## src/hdl/ttuv_pkg.sv

```systemverilog
`timescale 1ns / 1ps
// Shared types and constants for the triangle tangent block.
package ttuv_pkg;

	localparam int MUL_W = 33;
	localparam int PROD_W = 2 * MUL_W;
	localparam int ACC_W = 59;
	localparam int NORM_TOP = 30;
	localparam int UNIT_SHIFT = 14;
	localparam int QUO_W = UNIT_SHIFT + 1;
	localparam int LEN_W = 31;
	localparam int NUM_W = NORM_TOP + UNIT_SHIFT + 1;
	localparam int SQ_W = 64;
	localparam int T_LAST = 8;
	localparam int S_LAST = 3;

	typedef enum logic [3:0] {
		ST_IDLE,
		ST_MUL_T,
		ST_CHECK,
		ST_NORM,
		ST_MUL_S,
		ST_SQRT,
		ST_DLOAD,
		ST_DIV,
		ST_DONE
	} ttuv_state_t;

endpackage

```

## src/hdl/ttuv_mul.sv

```systemverilog
`timescale 1ns / 1ps
// Shared signed multiplier with a registered product.
module ttuv_mul (
	input  logic                                clk,
	input  logic signed [ttuv_pkg::MUL_W-1:0]   a,
	input  logic signed [ttuv_pkg::MUL_W-1:0]   b,
	output logic signed [ttuv_pkg::PROD_W-1:0]  p_s1
);

	always_ff @(posedge clk) begin
		p_s1 <= a * b;
	end

endmodule

```

## config.mk

```make
export PLATFORM = sky130hd
export DESIGN_NAME = ttuv_mul
export DESIGN_NICKNAME = d
export VERILOG_FILES = /design/src/hdl/ttuv_pkg.sv /design/src/hdl/ttuv_mul.sv
export SDC_FILE = /design/constraint.sdc
export NUM_CORES = 2
export LEC_CHECK = 0
export BUFFER_PORTS_ARGS = -buffer_cell sky130_fd_sc_hd__buf_4
export CORE_AREA = 3 3 346 348
export DETAILED_ROUTE_END_ITERATION = 16
export DIE_AREA = 0 0 349 351
export MAX_ROUTING_LAYER = met4
export SLEW_MARGIN = 30
export SYNTH_ARGS = -nofsm -noshare
export SYNTH_HDL_FRONTEND = slang
export SYNTH_SLANG_ARGS = --single-unit
```

## constraint.sdc

```tcl
create_clock -name clk -period 9.9 [get_ports clk]
set_clock_uncertainty 0.2 [all_clocks]
set_input_delay 0.495 -clock clk [delete_from_list [all_inputs] [get_ports clk]]
set_output_delay 0.495 -clock clk [all_outputs]
set_load 0.02 [all_outputs]
```

# Yosys cells after proc, flatten, opt, wreduce, memory -nomap -nowiden
# Cells that the tools add are included.
totals:
  mem_bits_rw: 0
  mem_bits_ro: 0
  elab_cells: 2
  n_memories: 0
  latch_bits: 0
  out_inout_bits: 66
  inputBits: 67
  ff_bits: 66
classes:
  n_div: 0
  eq_ne: 0
  order_cmp: 0
  mul: 1
  n_mux: 0
  add_sub_neg: 0
  n_reduce_logical: 0
  n_shift: 0
  bitwise: 0
op_table:
  columns: ["operator", "count"]
  rows:
  - ["multiplier 33 x 33 -> 66 bit", 1]

# Longest topological paths before layout
depth:
  ltp_word: 1
  mapped_depth: 27
  depth_no_buf: 26

# Worst setup path after synthesis
# OpenSTA, ideal clock, no wires.
synth_path:
  path_kind: "in2reg"
  start: "in a[32] (netlist name)"
  end: "reg p_s1[62] (netlist name)"
  setup_ps: 79
  path_stages: 23
  path_buffers: 2
  required_ps: 9621
  arrival_ps: 7652
  path_slack_ps: 1969
  cell_sequence: "clkbuf_1 nand2_1 inv_1 fa_1 fa_1 fa_1 fa_1 fa_1 fa_1 fa_1 inv_1 fa_1 inv_1 ha_1 clkbuf_1 and3_1 nand3_1 nand2b_1 a2111oi_4 a211oi_4 a21o_2 a21o_1 a211oi_2"
synth_between:
  elab_chain_cells: 1
synth_lines:
  columns: ["item", "line_no", "rtl"]
  rows:
  - ["from (decl)", "ttuv_mul.sv:5", "input logic signed [ttuv_pkg::MUL_W-1:0] a,"]
  - ["multiplier 33 x 33 -> 66 bit", "ttuv_mul.sv:11", "p_s1 <= a * b;"]
  - ["to (signal assigned)", "ttuv_mul.sv:11", null]
  - ["to (decl)", "ttuv_mul.sv:7", "output logic signed [ttuv_pkg::PROD_W-1:0] p_s1"]
# No other way between the ends.

# Worst setup path after layout
layout_path:
  start: "in a[32] (netlist name)"
  end: "reg p_s1[64] (netlist name)"
# Same word-level chain as after synthesis.

==> impl_results.md <==
* Die area at 122000 µm²
* Post-placement cell count at 5787
* Count of final setup violators at 0
* Post-synthesis sequential element count at 66
* Share of the core filled with cells at 0.371
* Cells after synthesis at about 4300
* Number of global-route vias before repair at 31592
* Port bufs at 132
* CTS Hold Bufs at 0
* Part of the cycle the worst path needs at 0.874
* Remaining DRCs at 0
* Routed WL at between 100000 and 150000 µm
* Final Hold Viols at 0
* Number of flip-flops in the largest register at 66
* Async SR Flop Fraction at 0
* Synthesized cell area at 40700 µm²
* Accumulated negative setup slack at 0 ns
* Library cell contributing the largest single delay on the critical path: fa_1
* Worst-case hold slack at ~0.27 ns
* Hold Path Class: primary input to register
* Kind of capture point of the worst setup path: register
* Global-route wire length before repair at 184000 µm
* Number of search-and-repair iterations in the first detailed-routing pass at 5
* Yosys cell types at 80
* Dominant register cell in the synthesized netlist: dfxtp_1
* Vertical die dimension at about 350 µm
* Number of fill cells in the layout at 11825
* Crit-path max FO at 33
* Placeable core region at about 120000 µm²
* Pin count of the biggest net entering global routing at 34
* Maximum clock frequency at 0.116 GHz
* Number of sinks driven by the clock tree at between 60 and 70
* Crit Path Category: primary input to register
* Post-detail-place hpwl at between 90000 and 100000 µm
* Gr usage total at 0.203
* Horizontal extent of the die at 349 µm
* Max capacitance violation total at 0
* Critical path's most frequent cell: fa_1
* Post-DRT Antenna Nets at 0
* Fin crit period at 8.65 ns
* Worst path cell trace: buf_4 > nand2_1 > inv_1 > fa_1 > fa_1 > fa_1 > fa_1 > fa_1 > fa_1 > fa_1 > inv_1 > fa_1 > inv_1 > ha_1 > nand3_1 > nor2_1 > nand2_1 > nor3_2 > o311ai_4 > nand3_2 > a211oi_1 > a311oi_1
* Site Rows at 125
* Fin. max-slew vios at 0
* Category of the worst setup path launch point: primary input
* Total number of H-tree levels at 3
* Syn nets at between 5000 and 6000
* Commonest cells after routing, fill and taps aside: fa_1, inv_1, and2_1
* Post-layout net count at approximately 5700
* Initial antenna violation count at 8
* DR vias at 27990
* Relative slew margins at 0.440
* Deepest clock path buffer count at 2
* Share of the synthesized area in the top cell type at 0.563
* Boundary Pins at 133
* Leading cell type in the layout, fill and taps excluded: fa_1
* Post CTS Setup Buffer Count at 0
* Proportion of synthesized chip area in sequential cells at 0.0324
* RD Place Congestion at 0.901
* Clock slew at the register clock pins of the worst setup and hold paths at 0.07 ns
* Arrival time worst endpoint at 8.79 ns
* Buffer cell driving the clock tree root: clkbuf_16
* Mean cell area of the mapped netlist at about 9.4 µm²
* Slowest stage delay, CP at 1.02 ns
* Setup repair after global routing missed its margin: false
* Number of CTS-inserted buffers at 9
* Worst path required time at 10.03 ns
* Status: finished clean
* Area growth, synth to finish at 6.00%
* Count of cells resized by post-cts repair at 0
* WL per Instance at 19.6 µm
* Starting density of the core at 0.350
* Mean number of vias per cell at between 4 and 5
* Slew of the pin with the lowest slew margin at 0.841 ns
* Leading registers by flop count: p_s1 (66)
* GRT Residual Overflow at 0
* Number of enable-type register cells in the synthesized netlist at 0
* Largest register by flop count: p_s1
* Number of standard cells in the layout, taps in and fillers out at roughly 5800
* Number of violations reported at the end of detailed-routing iteration 0 at between 1500 and 2000
* Most area-hungry cell type in the Yosys netlist: fa_1
* Share of cells above drive strength 1 at 0.0465
* Warnings, synthesis at 0
* Top cells by area in the synthesized netlist: fa_1, inv_1, and2_1, ha_1, nand2_1
* TritonCTS clock tree: done
[area by class of cell]
cell class,instances,area [µm²],share of cell area
antenna,8,20.0,0.000464
clock buffer,11,243,0.00562
clock inverter,3,17.5,0.000406
inverter,1131,4250,0.0983
multi-input combinational,2920,34300,0.795
sequential,66,1320,0.0306
tap,1524,1910,0.0442
timing repair buffer,146,1100,0.0254
[cells by family after synthesis]
kind of cell | synth area share
flip-flops | 0.0324
XOR/XNOR | 0.0146
adder cells (fa/ha/maj) | 0.629
AO/OA/AOI/OAI | 0.0407
AND/OR/NAND/NOR | 0.158
buffers and inverters | 0.125
[metrics by stage]
stage | setup WS, ns | instance area, µm²
CTS | 1.25 | 43200
finish | 1.25 | 43200
detailed placement | 0.817 | 42900
floorplan | 1.97 | 40700
global placement | 0.347 | 42900
global route | 1.02 | 43200
[final timing paths]
path | start | to | depth (start not counted)
setup / recovery | a[32] | p_s1[64]$_DFF_P_ | 22
hold / removal | b[0] | p_s1[0]$_DFF_P_ | 2
[worst max-delay path, delay by kind of cell]
family | cells | cell delay [ns]
adders and majority gates | 9 | 5.13
buffers and inverters | 4 | 0.60
AOI/OAI and AO/OA | 3 | 0.73
and+or+nand+nor | 6 | 1.78
[synth_stat cells (3+ instances only)]
| cell | instances |
|---|---|
| dfxtp_1 | 66 |
| nand2b_1 | 12 |
| inv_1 | 1131 |
| a211o_1 | 6 |
| o211ai_1 | 4 |
| a21oi_2 | 3 |
| or3_1 | 3 |
| a211oi_2 | 3 |
| a31oi_1 | 8 |
| a21o_1 | 36 |
| ha_1 | 217 |
| or2_2 | 3 |
| nand2_1 | 551 |
| a211oi_1 | 7 |
| nand3_1 | 25 |
| o21a_1 | 6 |
| and4_1 | 5 |
| and2_1 | 562 |
| o31ai_4 | 3 |
| o21ai_0 | 25 |
| nor2_1 | 68 |
| and3_1 | 5 |
| a21oi_1 | 57 |
| xnor2_1 | 43 |
| nor2b_1 | 5 |
| buf_2 | 11 |
| fa_1 | 1145 |
| clkbuf_1 | 208 |
| o21ai_1 | 6 |
| nand4_1 | 11 |
| o21bai_1 | 11 |
| nor3_1 | 7 |
| xor2_1 | 25 |
[layer usage]
| metal | global-route usage | wire [µm] | up-vias |
|---|---|---|---|
| li1 | - | - | 12199 |
| met1 | 0.251 | 46800 | 14819 |
| met2 | 0.332 | 55900 | 765 |
| met3 | 0.0428 | 6950 | 207 |
| met4 | 0.0692 | 4100 | 0 |
| met5 | - | 0 | - |
Power is left out: the tool's default activity adds up to more than one toggle a clock period on the data nets, which glitch-free logic cannot reach.
